### config.mk
export PLATFORM = sky130hd
export DESIGN_NAME = throttle_ramp_speed_controller_top
export DESIGN_NICKNAME = d
export VERILOG_FILES = /design/src/hdl/trsc_pkg.sv /design/src/hdl/trsc_div.sv /design/src/hdl/trsc_state.sv /design/src/hdl/throttle_ramp_speed_controller_top.sv
export SDC_FILE = /design/constraint.sdc
export NUM_CORES = 1
export LEC_CHECK = 0
export ABC_AREA = 1
export BUFFER_PORTS_ARGS = -buffer_cell sky130_fd_sc_hd__buf_2
export CELL_PAD_IN_SITES_DETAIL_PLACEMENT = 0
export CELL_PAD_IN_SITES_GLOBAL_PLACEMENT = 1
export CORE_MARGIN = 5
export CORE_UTILIZATION = 51
export DETAILED_ROUTE_END_ITERATION = 6
export PLACE_DENSITY = 0.95
export SLEW_MARGIN = 15
export SYNTH_ARGS = -nofsm -noshare
export SYNTH_HDL_FRONTEND = slang
export SYNTH_SLANG_ARGS = --single-unit
export TNS_END_PERCENT = 20
### constraint.sdc
create_clock -name i_clk -period 14.44 [get_ports i_clk]
set_input_delay 0.722 -clock i_clk [delete_from_list [all_inputs] [get_ports i_clk]]
set_output_delay 0.722 -clock i_clk [all_outputs]
set_load 0.005 [all_outputs]
### src/hdl/trsc_pkg.sv
`timescale 1ns / 1ps
// Shared types and constants for the throttle ramp speed controller.
// No dependencies; every other file imports this package.

package trsc_pkg;

    // Field widths
    localparam int ADC_W    = 10;
    localparam int DUTY_W   = 8;
    localparam int STEP_W   = 16;
    localparam int CFG_IX_W = 3;
    localparam int CFG_D_W  = 16;

    // Divider geometry: dividend covers 1023 * 254, divisor a 10-bit span
    localparam int DIV_N_W  = 18;
    localparam int DIV_D_W  = 10;
    localparam int DIV_C_W  = 5;

    localparam logic [DIV_D_W-1:0] ADC_MAX  = 10'd1023;
    localparam logic [DUTY_W-1:0]  CEIL_MAX = 8'd254;

    // Register indexes
    localparam logic [CFG_IX_W-1:0] CFG_ACCEL_STEP    = 3'd0;
    localparam logic [CFG_IX_W-1:0] CFG_COAST_STEP    = 3'd1;
    localparam logic [CFG_IX_W-1:0] CFG_BRAKE_STEP    = 3'd2;
    localparam logic [CFG_IX_W-1:0] CFG_MIN_SPEED     = 3'd3;
    localparam logic [CFG_IX_W-1:0] CFG_THROTTLE_LOW  = 3'd4;
    localparam logic [CFG_IX_W-1:0] CFG_THROTTLE_HIGH = 3'd5;
    localparam logic [CFG_IX_W-1:0] CFG_IDLE_LIMIT    = 3'd6;

    // Register reset values
    localparam logic [STEP_W-1:0] RST_ACCEL_STEP    = 16'd2048;
    localparam logic [STEP_W-1:0] RST_COAST_STEP    = 16'd1365;
    localparam logic [STEP_W-1:0] RST_BRAKE_STEP    = 16'd6400;
    localparam logic [DUTY_W-1:0] RST_MIN_SPEED     = 8'd20;
    localparam logic [ADC_W-1:0]  RST_THROTTLE_LOW  = 10'd0;
    localparam logic [ADC_W-1:0]  RST_THROTTLE_HIGH = 10'd17;
    localparam logic [STEP_W-1:0] RST_IDLE_LIMIT    = 16'd200;

    typedef struct packed {
        logic [STEP_W-1:0] accel_step;
        logic [STEP_W-1:0] coast_step;
        logic [STEP_W-1:0] brake_step;
        logic [DUTY_W-1:0] min_speed;
        logic [ADC_W-1:0]  throttle_low;
        logic [ADC_W-1:0]  throttle_high;
        logic [STEP_W-1:0] idle_limit;
    } t_cfg;

    typedef struct packed {
        logic               start;
        logic [DIV_N_W-1:0] dividend;
        logic [DIV_D_W-1:0] divisor;
    } t_div_req;

    typedef struct packed {
        logic               done;
        logic [DIV_N_W-1:0] quotient;
    } t_div_rsp;

    typedef struct packed {
        logic [DUTY_W-1:0] pwm_duty;
        logic              power_off;
    } t_tick_out;

endpackage

### src/hdl/trsc_div.sv
`timescale 1ns / 1ps
// Restoring divider, one quotient bit per cycle, used for the throttle
// to target mapping. Depends on trsc_pkg.

module trsc_div (
    input  logic                i_clk,
    input  logic                i_rst_n,
    input  trsc_pkg::t_div_req  i_req,
    output trsc_pkg::t_div_rsp  o_rsp
);
    import trsc_pkg::*;

    logic               r_busy;
    logic               r_done;
    logic [DIV_C_W-1:0] r_cnt;
    logic [DIV_D_W-1:0] r_rem;
    logic [DIV_N_W-1:0] r_quo;
    logic [DIV_D_W-1:0] r_dvs;

    logic [DIV_D_W:0]   shifted;
    logic [DIV_D_W+1:0] diff;
    logic               fits;

    assign shifted = {r_rem, r_quo[DIV_N_W-1]};
    assign diff    = {1'b0, shifted} - {2'b00, r_dvs};
    assign fits    = ~diff[DIV_D_W+1];

    always_ff @(posedge i_clk) begin
        if (!i_rst_n) begin
            r_busy <= 1'b0;
            r_done <= 1'b0;
            r_cnt  <= '0;
        end else begin
            r_done <= 1'b0;
            if (i_req.start) begin
                r_busy <= 1'b1;
                r_cnt  <= DIV_C_W'(DIV_N_W - 1);
            end else if (r_busy) begin
                if (r_cnt == '0) begin
                    r_busy <= 1'b0;
                    r_done <= 1'b1;
                end else begin
                    r_cnt <= r_cnt - 1'b1;
                end
            end
        end
    end

    always_ff @(posedge i_clk) begin
        if (i_req.start) begin
            r_rem <= '0;
            r_quo <= i_req.dividend;
            r_dvs <= i_req.divisor;
        end else if (r_busy) begin
            // keep the trial difference when the divisor fits
            r_rem <= fits ? diff[DIV_D_W-1:0] : shifted[DIV_D_W-1:0];
            r_quo <= {r_quo[DIV_N_W-2:0], fits};
        end
    end

    assign o_rsp.done     = r_done;
    assign o_rsp.quotient = r_quo;

endmodule

### src/hdl/trsc_state.sv
`timescale 1ns / 1ps
// Speed ramp, idle counter and power-off latch, updated once per tick.
// Depends on trsc_pkg.

module trsc_state (
    input  logic                          i_clk,
    input  logic                          i_rst_n,
    input  logic                          i_commit,
    input  logic                          i_released,
    input  logic [trsc_pkg::DIV_N_W-1:0]  i_target,
    input  logic [trsc_pkg::DUTY_W-1:0]   i_ceiling,
    input  trsc_pkg::t_cfg                i_cfg,
    output trsc_pkg::t_tick_out           o_next
);
    import trsc_pkg::*;

    logic [STEP_W-1:0] r_speed;
    logic [STEP_W-1:0] r_idle;
    logic              r_latch;

    logic [STEP_W-1:0] n_speed;
    logic [STEP_W-1:0] n_idle;
    logic              n_latch;

    logic [DIV_N_W-1:0] target;
    logic [STEP_W-1:0]  min_q;
    logic [STEP_W-1:0]  ceil_q;
    logic               below;
    logic [STEP_W:0]    sum;
    logic [STEP_W-1:0]  up;
    logic [STEP_W-1:0]  dec;
    logic [STEP_W:0]    down;

    always_comb begin
        // drop targets under the minimum running speed
        target = (i_target < {{(DIV_N_W-DUTY_W){1'b0}}, i_cfg.min_speed}) ? '0 : i_target;
        min_q  = {i_cfg.min_speed, 8'h00};
        ceil_q = {i_ceiling, 8'h00};
        below  = {{(DIV_N_W-DUTY_W){1'b0}}, r_speed} < {target, 8'h00};

        sum = {1'b0, r_speed} + {1'b0, i_cfg.accel_step};
        up  = (sum > {1'b0, ceil_q}) ? ceil_q : sum[STEP_W-1:0];
        if (up < min_q) begin
            up = min_q;
        end

        dec  = i_released ? i_cfg.coast_step : i_cfg.brake_step;
        down = {1'b0, r_speed} - {1'b0, dec};

        if (i_released && below) begin
            n_speed = up;
        end else if (down[STEP_W] || (down[STEP_W-1:0] < min_q)) begin
            n_speed = '0;
        end else begin
            n_speed = down[STEP_W-1:0];
        end

        if ((target != '0) || !i_released) begin
            n_idle = '0;
        end else if (r_idle != '1) begin
            n_idle = r_idle + 1'b1;
        end else begin
            n_idle = r_idle;
        end

        n_latch = r_latch | (n_idle > i_cfg.idle_limit);

        o_next.pwm_duty  = n_latch ? '0 : n_speed[STEP_W-1:8];
        o_next.power_off = n_latch;
    end

    always_ff @(posedge i_clk) begin
        if (!i_rst_n) begin
            r_speed <= '0;
            r_idle  <= '0;
            r_latch <= 1'b0;
        end else if (i_commit) begin
            r_speed <= n_speed;
            r_idle  <= n_idle;
            r_latch <= n_latch;
        end
    end

endmodule

### src/hdl/throttle_ramp_speed_controller_top.sv
`timescale 1ns / 1ps
// Sequence per word: accept, divider start, 18 quotient steps in the divider, quotient capture
// and the update; with an empty throttle window the word goes from accept straight to the update.
// The block takes no new word until the current one has committed its result.
// The result register lets the next word in while a result waits; a stalled result holds the update.
// Reset (synchronous, active low) clears speed, idle count, power latch and loads
// the register defaults. Depends on trsc_pkg, trsc_div, trsc_state.

module throttle_ramp_speed_controller_top (
    input  logic                            i_clk,
    input  logic                            i_rst_n,
    input  logic                            i_valid,
    output logic                            o_stall,
    input  logic [trsc_pkg::ADC_W-1:0]      i_throttle_sample,
    input  logic [trsc_pkg::ADC_W-1:0]      i_top_sample,
    input  logic                            i_brake_released,
    output logic                            o_valid,
    input  logic                            i_stall,
    output logic [trsc_pkg::DUTY_W-1:0]     o_pwm_duty,
    output logic [trsc_pkg::DUTY_W-1:0]     o_speed_ceiling,
    output logic                            o_power_off,
    input  logic                            i_cfg_valid,
    output logic                            o_cfg_ready,
    input  logic [trsc_pkg::CFG_IX_W-1:0]   i_cfg_index,
    input  logic [trsc_pkg::CFG_D_W-1:0]    i_cfg_data
);
    import trsc_pkg::*;

    typedef enum logic [3:0] {
        S_IDLE = 4'b0001,
        S_MUL  = 4'b0010,
        S_TGT  = 4'b0100,
        S_UPD  = 4'b1000
    } t_state;

    t_state r_state, n_state;

    t_cfg               r_cfg;
    logic [ADC_W-1:0]   r_thr;
    logic               r_released;
    logic [DUTY_W-1:0]  r_ceiling;
    logic [DIV_N_W-1:0] r_target;
    logic               r_neg;

    logic               r_valid;
    logic [DUTY_W-1:0]  r_pwm;
    logic [DUTY_W-1:0]  r_ceil_out;
    logic               r_poff;

    t_div_req  div_req;
    t_div_rsp  div_rsp;
    t_tick_out next_out;

    logic               in_acc;
    logic               out_free;
    logic               commit;
    logic               win_empty;
    logic [DIV_N_W-1:0] ceil_prod;
    logic [DIV_N_W-1:0] ceil_sum;
    logic [DUTY_W-1:0]  ceil_val;
    logic [ADC_W:0]     num_d;
    logic [ADC_W:0]     den_d;
    logic [ADC_W:0]     num_n;
    logic [ADC_W:0]     den_n;
    logic [ADC_W-1:0]   num_mag;
    logic [ADC_W-1:0]   den_mag;

    assign o_stall     = (r_state != S_IDLE);
    assign o_cfg_ready = 1'b1;
    assign in_acc      = i_valid && (r_state == S_IDLE);
    assign out_free    = !r_valid || !i_stall;
    assign commit      = (r_state == S_UPD) && out_free;
    assign win_empty   = (r_cfg.throttle_high == r_cfg.throttle_low);

    // ceiling = top * 254 / 1023; (x + x/1024 + 1) / 1024 is exact for quotients below 1023
    always_comb begin
        ceil_prod = {i_top_sample, 8'h00} - {7'd0, i_top_sample, 1'b0};
        ceil_sum  = ceil_prod + {{(DIV_N_W-DUTY_W){1'b0}}, ceil_prod[DIV_N_W-1:ADC_W]}
                    + DIV_N_W'(1);
        ceil_val  = ceil_sum[DIV_N_W-1:ADC_W];
    end

    always_comb begin
        num_d   = {1'b0, r_thr} - {1'b0, r_cfg.throttle_low};
        den_d   = {1'b0, r_cfg.throttle_high} - {1'b0, r_cfg.throttle_low};
        num_n   = -num_d;
        den_n   = -den_d;
        num_mag = num_d[ADC_W] ? num_n[ADC_W-1:0] : num_d[ADC_W-1:0];
        den_mag = den_d[ADC_W] ? den_n[ADC_W-1:0] : den_d[ADC_W-1:0];
    end

    // divider request: target magnitude once the word is held
    assign div_req.start    = (r_state == S_MUL);
    assign div_req.dividend = DIV_N_W'(num_mag) * DIV_N_W'(r_ceiling);
    assign div_req.divisor  = den_mag;

    always_comb begin
        n_state = r_state;
        unique case (r_state)
            S_IDLE: if (i_valid) n_state = win_empty ? S_UPD : S_MUL;
            S_MUL:  n_state = S_TGT;
            S_TGT:  if (div_rsp.done) n_state = S_UPD;
            S_UPD:  if (out_free) n_state = S_IDLE;
            default: n_state = S_IDLE;
        endcase
    end

    always_ff @(posedge i_clk) begin
        if (!i_rst_n) begin
            r_state <= S_IDLE;
        end else begin
            r_state <= n_state;
        end
    end

    always_ff @(posedge i_clk) begin
        if (!i_rst_n) begin
            r_cfg.accel_step    <= RST_ACCEL_STEP;
            r_cfg.coast_step    <= RST_COAST_STEP;
            r_cfg.brake_step    <= RST_BRAKE_STEP;
            r_cfg.min_speed     <= RST_MIN_SPEED;
            r_cfg.throttle_low  <= RST_THROTTLE_LOW;
            r_cfg.throttle_high <= RST_THROTTLE_HIGH;
            r_cfg.idle_limit    <= RST_IDLE_LIMIT;
        end else if (i_cfg_valid) begin
            unique case (i_cfg_index)
                CFG_ACCEL_STEP:    r_cfg.accel_step    <= i_cfg_data;
                CFG_COAST_STEP:    r_cfg.coast_step    <= i_cfg_data;
                CFG_BRAKE_STEP:    r_cfg.brake_step    <= i_cfg_data;
                CFG_MIN_SPEED:     r_cfg.min_speed     <= i_cfg_data[DUTY_W-1:0];
                CFG_THROTTLE_LOW:  r_cfg.throttle_low  <= i_cfg_data[ADC_W-1:0];
                CFG_THROTTLE_HIGH: r_cfg.throttle_high <= i_cfg_data[ADC_W-1:0];
                CFG_IDLE_LIMIT:    r_cfg.idle_limit    <= i_cfg_data;
                default: ;
            endcase
        end
    end

    // datapath holding registers
    always_ff @(posedge i_clk) begin
        if (in_acc) begin
            r_thr      <= i_throttle_sample;
            r_released <= i_brake_released;
            r_ceiling  <= ceil_val;
            r_target   <= {{(DIV_N_W-DUTY_W){1'b0}}, ceil_val};
        end
        if (r_state == S_MUL) begin
            r_neg <= num_d[ADC_W] ^ den_d[ADC_W];
        end
        if ((r_state == S_TGT) && div_rsp.done) begin
            // a negative quotient drops to zero target
            r_target <= r_neg ? '0 : div_rsp.quotient;
        end
    end

    always_ff @(posedge i_clk) begin
        if (!i_rst_n) begin
            r_valid    <= 1'b0;
            r_pwm      <= '0;
            r_ceil_out <= '0;
            r_poff     <= 1'b0;
        end else begin
            if (r_valid && !i_stall) begin
                r_valid <= 1'b0;
            end
            if (commit) begin
                r_valid    <= 1'b1;
                r_pwm      <= next_out.pwm_duty;
                r_ceil_out <= r_ceiling;
                r_poff     <= next_out.power_off;
            end
        end
    end

    trsc_div u_div (
        .i_clk   (i_clk),
        .i_rst_n (i_rst_n),
        .i_req   (div_req),
        .o_rsp   (div_rsp)
    );

    trsc_state u_state (
        .i_clk      (i_clk),
        .i_rst_n    (i_rst_n),
        .i_commit   (commit),
        .i_released (r_released),
        .i_target   (r_target),
        .i_ceiling  (r_ceiling),
        .i_cfg      (r_cfg),
        .o_next     (next_out)
    );

    assign o_valid         = r_valid;
    assign o_pwm_duty      = r_pwm;
    assign o_speed_ceiling = r_ceil_out;
    assign o_power_off     = r_poff;

endmodule

==> impl_metrics.py, run 1 <==
metrics = {
    "synthesis": {
        "ys_types": 62,
        "synth-seq-area-share_pct": 31.2,
        "synth_async_sr_flop_share_pct": 0,
        "netlist_instances": 2216,
        "yosys_most_used_dff": "dfxtp_1",
        "ys_warn_count": 0,
        "syn-num-nets": 2482,
        "ys_seq_elements": 229,
        "syn_avg_cell_area_um2": 7.58,
        "synth_area_um2": 16800,
        "synth_edf_count": 66,
    },
    "setup_path": {
        "startpoint": "r_thr[0]$_DFFE_PP_",
        "r2r_start": "r_thr[0]$_DFFE_PP_",
        "worst_ep_arrival_time_ns": 7.54,
        "worstSetupStartpointType": "flip-flop",
        "r2r-end": "u_div.r_quo[16]$_DFFE_PP_",
        "crit_family": "adder cells",
        "cp_data_required_time_ns": 14.72,
        "crit_buf_inv": 6,
        "rrSetupSlack_ns": 7.18,
        "slowest_stage": "fa_1",
        "cp_max_fo": 8,
        "crit_type": "reg -> reg",
        "max_stage_delay_ns": 0.53,
        "reg2reg_depth": 36,
        "cp-end-kind": "flip-flop",
        "critPathMostFrequentCell": "nand2_1",
    },
    "sta": {
        "maxSlewHeadroom_pct": 27.2,
        "slew_violations": 0,
        "holdWs_ns": 0.346,
        "finalHoldViolCount": 0,
        "layout_min_cycle_time_ns": 7.26,
        "worstMarginPinSlew_ns": 1.09,
        "finalSetupViolCount": 0,
        "fin_ws_ns": 7.18,
        "fin_tns_setup_ns": 0,
        "max_freq_mhz": 138,
        "min_period_over_period_pct": 50.3,
        "rsz0062_at_grt": "false",
        "fin_skew_ns": 0.0161,
    },
    "global_route": {
        "grt_max_degree": 102,
        "antenna_found_initial": 1,
        "grt_overflow_total": 0,
        "grt_pass1_vias": 14300,
        "grt_pass1_wl_um": 71700,
        "grt_usage_pct": 24.1,
    },
    "clocking": {
        "cts_resized": 0,
        "insertion_delay_ns": 0.55,
        "cts_tree": "built",
        "h-tree-depth": 1,
        "cts_setup_buffers": 0,
        "cts-root-buf": "clkbuf_16",
        "cts_made_buffers": 28,
        "hold_buffers": 0,
        "clk_pin_slew_worst_paths_ns": 0.06,
        "cts_sinks": 229,
        "cts_buffer_depth": 3,
    },
    "floorplan": {
        "start_util_pct": 51.6,
        "rows": 66,
        "die_y_um": 191,
        "core_um2": 32500,
        "ios": 65,
        "fp.dieArea_um2": 36700,
        "chipWidth_um": 191,
    },
    "placement": {
        "dp_slack_ns": 7.20,
        "hpwl_um": 33500,
        "dp_cells": 2675,
        "gp_congestion": 0.900,
        "io_buffers": 63,
    },
    "pwr": {
        "peakVddDrop_mv": 0.325,
        "p_leak_nw": 8.78,
        "p_per_area_nw_per_um2": 250,
        "p_total_mw": 4.63,
    },
    "final_layout": {
        "fillers": 3059,
        "final_cells": 2725,
        "diodes": 0,
        "seq_area_um2": 5250,
        "final_layout_size_suffix_gt1_share_pct": 7.75,
        "multiInputGateArea_um2": 10100,
        "area_growth_syn_to_layout_pct": 10.1,
        "nets": 2529,
    },
    "detailed_routing": {
        "drt-pass1-iter-count": 6,
        "drt_wl_total_um": 44200,
        "first_iter_violations": 850,
        "vias_per_cell": 5.37,
        "ant_nets": 0,
        "remaining_drc_errors": 0,
        "vias": 14600,
        "routedWlPerCell_um": 16.2,
    },
    "min_path": {
        "hold_end": "r_thr[8]$_DFFE_PP_",
        "min_from": "i_throttle_sample[8]",
        "hp-class": "in -> reg",
        "hold_depth": 1,
    },
    "job": {
        "maxCapViolCount": 0,
    },
    "run_status": {
        "status": "complete, no violations",
    },
}
cell usage after synthesis, types with 3 or more instances:
master / count / share of area (%)
or2_2: 6 / 0.22
buf_2: 4 / 0.12
xnor2_1: 20 / 1.0
mux2i_1: 15 / 0.89
a211oi_1: 17 / 0.76
xor2_2: 5 / 0.48
inv_1: 326 / 7.3
nor2_2: 3 / 0.11
nor3_1: 22 / 0.66
clkbuf_1: 48 / 1.1
fa_1: 53 / 6.3
a21oi_2: 3 / 0.16
a21o_1: 7 / 0.31
o22ai_1: 8 / 0.30
or2_1: 4 / 0.15
o21a_1: 5 / 0.22
nand4_1: 10 / 0.37
dfxtp_1: 163 / 19
nand2_2: 10 / 0.37
a31oi_1: 12 / 0.45
nor2_1: 289 / 6.5
nor4_1: 5 / 0.19
nand3b_1: 7 / 0.31
o21bai_1: 14 / 0.63
nand3_1: 101 / 3.0
o31ai_1: 4 / 0.18
o21ai_1: 5 / 0.15
inv_2: 10 / 0.22
clkinv_1: 7 / 0.16
nand2_1: 356 / 8.0
o211ai_1: 7 / 0.31
ha_1: 168 / 13
nor2_4: 5 / 0.34
a21oi_1: 175 / 5.2
edfxtp_1: 66 / 12
o21ai_0: 164 / 4.9
xor2_1: 57 / 3.0
cells by family after synthesis:
logic type	share of synthesized area [%]
AO/OA/AOI/OAI	14.7
buffers and inverters	8.99
XOR/XNOR	4.66
AND/OR/NAND/NOR	20.7
flip-flops	31.2
other	0.0223
multiplexers	0.894
adder cells (fa/ha/maj)	18.8
power breakdown:
part	total, mW	switching, mW	internal, mW	leakage (nW)
combinational	3.08	1.83	1.24	6.37
clock	0.732	0.284	0.448	0.474
sequential	0.821	0.0506	0.771	1.94
sequential cells by signal, summed over array words and instances, names as in the netlist:
| signal | cells |
|---|---|
| r_state | 4 |
| u_state.r_idle | 16 |
| u_div.r_quo | 18 |
| u_state.r_speed | 16 |
| o_valid | 1 |
| u_div.r_dvs | 10 |
| r_ceiling | 8 |
| o_speed_ceiling | 8 |
| u_state.r_latch | 1 |
| u_div.r_busy | 1 |
| u_div.r_cnt | 5 |
| r_target | 18 |
| o_pwm_duty | 8 |
| r_released | 1 |
| r_neg | 1 |
| r_cfg | 92 |
| r_thr | 10 |
| u_div.r_done | 1 |
| u_div.r_rem | 10 |
per-stage QoR:
step           util (%)  cell area [µm²]
6_report           56.8            18500
5_1_grt            56.8            18500
4_1_cts            56.8            18500
3_5_place_dp       53.9            17500
3_3_place_gp       53.9            17500
2_1_floorplan         -            16800
per-layer routing:
layer	share of wire, %	GRT usage, %	vias to the layer above	wire length (µm)
met4	4.9	10.8	0	2170
met2	48	42.1	388	21200
met1	42	29.6	6783	18500
met5	0	0	-	0
li1	-	-	7348	-
met3	5.2	3.45	112	2320
layout by cell type (no fill, tap or decap), drive strengths merged, types with 23 or more instances in the layout:
cell    Yosys  routed
nor3       23      23
fa         53      53
o21ai     171     171
ha        168     168
buf         8      73
nor2      297     297
nand2     368     368
xor2       62      62
a21oi     178     178
nand3     102     102
inv       336     339
clkbuf     48      36
edfxtp     66      66
dfxtp     163     163
layout make-up:
type / count / area share (%)
multi-input cells: 1588 / 54.4
inverters: 343 / 6.96
clock buffers: 36 / 4.17
well taps: 442 / 2.99
repair buffers: 73 / 2.11
flip-flops and latches: 229 / 28.4
clock inverters: 14 / 0.988
worst reg2reg max path, delay by kind of cell (launching register included):
| family | cells | cell delay, ns |
|---|---|---|
| adders and majority gates | 7 | 2.96 |
| AOI/OAI and AO/OA | 12 | 2.02 |
| and+or+nand+nor | 10 | 0.92 |
| buffers and inverters | 6 | 0.40 |
| xor gates and xnor gates | 1 | 0.35 |
| DFF | 1 | 0.33 |
worst max-delay path by stage:
stage | end | slack, ns | cells past startpoint
detailed placement | u_div.r_quo[16]$_DFFE_PP_ | 7.20 | 35
floorplan | u_div.r_quo[16]$_DFFE_PP_ | 7.75 | 35
CTS | u_div.r_quo[16]$_DFFE_PP_ | 7.17 | 35
global placement | u_div.r_quo[16]$_DFFE_PP_ | 7.37 | 35
finish | u_div.r_quo[16]$_DFFE_PP_ | 7.18 | 36
global route | u_div.r_quo[16]$_DFFE_PP_ | 6.66 | 35
Power figures use the tool's default switching activity.
==> run 2, diff against run 1 <==
Settings changed: CORE_UTILIZATION 51 to 47, PLACE_DENSITY 0.95 to 0.91.
Clock period 14.44 ns to 7.3 ns, I/O delays scaled along.
==> run 2 against run 1 <==
Sequential share of layout area down 0.36 points. Final area increased by 1.3%. Combinational power is 100% higher. Clock skew grew 0.0024 ns. Register-to-register slack worse by 6.7 ns. Wire length rose by 1.9%. Utilization fell by 3.9 points. Critical path depth stayed put. Clock power is 100% higher. Largest cell class unchanged.
==> impl_metrics.py, run 2 (synthesis gave the netlist of run 1 again) <==
metrics = {
    "run_status": {
        "status": "complete, no violations",
    },
    "detailed_routing": {
        "drt-pass1-iter-count": 5,
        "ant_nets": 0,
        "vias_per_cell": 5.31,
        "drt_wl_total_um": 45100,
        "routedWlPerCell_um": 16.3,
        "vias": 14700,
        "first_iter_violations": 815,
        "remaining_drc_errors": 0,
    },
    "setup_path": {
        "critPathMostFrequentCell": "nand2_1",
        "reg2reg_depth": 36,
        "worst_ep_arrival_time_ns": 7.10,
        "r2r_start": "r_thr[0]$_DFFE_PP_",
        "cp_data_required_time_ns": 7.60,
        "crit_end": "u_div.r_quo[16]$_DFFE_PP_",
        "cp_max_fo": 8,
        "crit_type": "reg -> reg",
        "max_stage_delay_ns": 0.55,
        "r2r-end": "u_div.r_quo[16]$_DFFE_PP_",
        "cp-end-kind": "flip-flop",
        "slowest_stage": "fa_1",
        "startpoint": "r_thr[0]$_DFFE_PP_",
        "rrSetupSlack_ns": 0.49,
        "worstSetupStartpointType": "flip-flop",
    },
    "final_layout": {
        "largest_reg_flops": 92,
        "post-route-util_pct": 52.9,
        "fin_area_um2": 18700,
        "diodes": 0,
        "mostFrequentLayoutCell": "nand2_1",
        "final_cells": 2763,
        "layout.cells.most_common_list": "nand2_1 (356), inv_1 (326), nor2_1 (286), a21oi_1 (173), ha_1 (168)",
        "nets": 2547,
        "area_growth_syn_to_layout_pct": 11.5,
        "final_layout_size_suffix_gt1_share_pct": 8.47,
        "regMostFlops": "r_cfg",
        "fillers": 3368,
        "reg.largest.list": "r_cfg (92), r_target (18), u_div.r_quo (18)",
    },
    "global_route": {
        "grt_pass1_vias": 14200,
        "gr-max-usage-layer": "met2",
        "grt_pass1_wl_um": 72100,
        "grt_usage_pct": 22.5,
        "use_met1_pct": 28.1,
        "antenna_found_initial": 0,
        "grt_overflow_total": 0,
        "grt_max_degree": 98,
        "use_met2_pct": 39.4,
        "grt_use_met3_pct": 4.22,
    },
    "placement": {
        "hpwl_um": 34400,
        "post_dp_cell_area_um2": 17600,
        "io_buffers": 63,
        "gp_congestion": 0.929,
        "dp_cells": 2699,
        "dp_slack_ns": 0.0963,
    },
    "sta": {
        "fin_ws_ns": 0.493,
        "holdWs_ns": 0.0896,
        "slew_violations": 0,
        "layout_min_cycle_time_ns": 6.81,
        "finalHoldViolCount": 0,
        "max_freq_mhz": 147,
        "fin_skew_ns": 0.0185,
        "maxSlewHeadroom_pct": 30.5,
        "finalSetupViolCount": 0,
        "min_period_over_period_pct": 93.3,
        "worstMarginPinSlew_ns": 1.04,
    },
    "pwr": {
        "p_per_area_nw_per_um2": 501,
        "pwr-share-comb_pct": 67.1,
        "p_seq_share_pct": 17.3,
        "p_sw_share_pct": 46.9,
        "p_clk_share_pct": 15.6,
        "switching_power_mw": 4.41,
        "peakVddDrop_mv": 0.671,
        "p_leak_nw": 8.87,
        "p_int_mw": 4.99,
    },
    "floorplan": {
        "fp.dieArea_um2": 39600,
        "die_y_um": 199,
        "chipWidth_um": 199,
        "rows": 69,
        "core_um2": 35400,
        "start_util_pct": 47.5,
        "ios": 65,
    },
    "min_path": {
        "hp-class": "in -> reg",
    },
    "clocking": {
        "cts_buffer_depth": 3,
        "cts_tree": "built",
        "clk_pin_slew_worst_paths_ns": 0.06,
        "h-tree-depth": 1,
        "cts-root-buf": "clkbuf_16",
        "cts_made_buffers": 27,
        "insertion_delay_ns": 0.56,
        "cts_sinks": 229,
    },
    "job": {
        "maxCapViolCount": 0,
    },
}
==> run 2: how the worst min path moves through the flow <==
stage / start / end / depth (start not counted)
after global routing: i_cfg_data[11] / r_cfg[55]$_SDFFE_PN1P_ / 3
final: i_cfg_data[11] / r_cfg[55]$_SDFFE_PN1P_ / 3
after detailed placement: r_cfg[55]$_SDFFE_PN1P_ / r_cfg[55]$_SDFFE_PN1P_ / 2
after CTS: i_cfg_data[11] / r_cfg[55]$_SDFFE_PN1P_ / 3
after global placement: r_cfg[56]$_SDFFE_PN1P_ / r_cfg[56]$_SDFFE_PN1P_ / 2
after floorplan: r_cfg[52]$_SDFFE_PN1P_ / r_cfg[52]$_SDFFE_PN1P_ / 2
==> run 2: critical path: cells and delay by family (launching register included) <==
kind,cells,cell delay [ns]
AND/OR/NAND/NOR,10,0.98
buffers and inverters,5,0.30
AO/OA/AOI/OAI,13,1.77
XOR/XNOR,1,0.17
flip-flops,1,0.32
adder cells (fa/ha/maj),7,2.98
==> run 2: what timing repair did <==
action / in CTS / in global routing
gates resized for setup: 0 / 10
endpoints found under the hold margin: 11 / 0
buffers inserted: 0 / 3
hold buffers: 11 / 0
endpoints found under the setup margin: 0 / 5
==> run 2: area by class of cell <==
type	count	area, µm²	area share [%]
multi-input combinational	1588	10100	53.9
sequential	229	5250	28.0
inverter	343	1290	6.87
clock buffer	32	734	3.92
tap	461	577	3.08
timing repair buffer	92	561	2.99
clock inverter	18	238	1.27
==> run 2: routing by layer <==
metal	routed length (µm)	part of all wire, %
met1	19200	43
met2	21800	48
met3	2440	5.4
met4	1580	3.5
met5	0	0
==> run 2: through the flow <==
stage               power [mW]  TNS (ns)
detailed placement        7.78         0
finish                    9.39         0
global route              10.6   -0.0139
CTS                       9.31         0
global placement          7.60         0
floorplan                 6.54         0
==> run 2: power by group through the flow <==
| stage | combinational, mW | clock [mW] | sequential (mW) |
|---|---|---|---|
| 6_report | 6.30 | 1.47 | 1.63 |
| 5_1_grt | 7.39 | 1.55 | 1.64 |
| 4_1_cts | 6.19 | 1.49 | 1.62 |
| 3_5_place_dp | 6.12 | 0 | 1.65 |
| 3_3_place_gp | 5.96 | 0 | 1.64 |
| 2_1_floorplan | 4.92 | 0 | 1.62 |
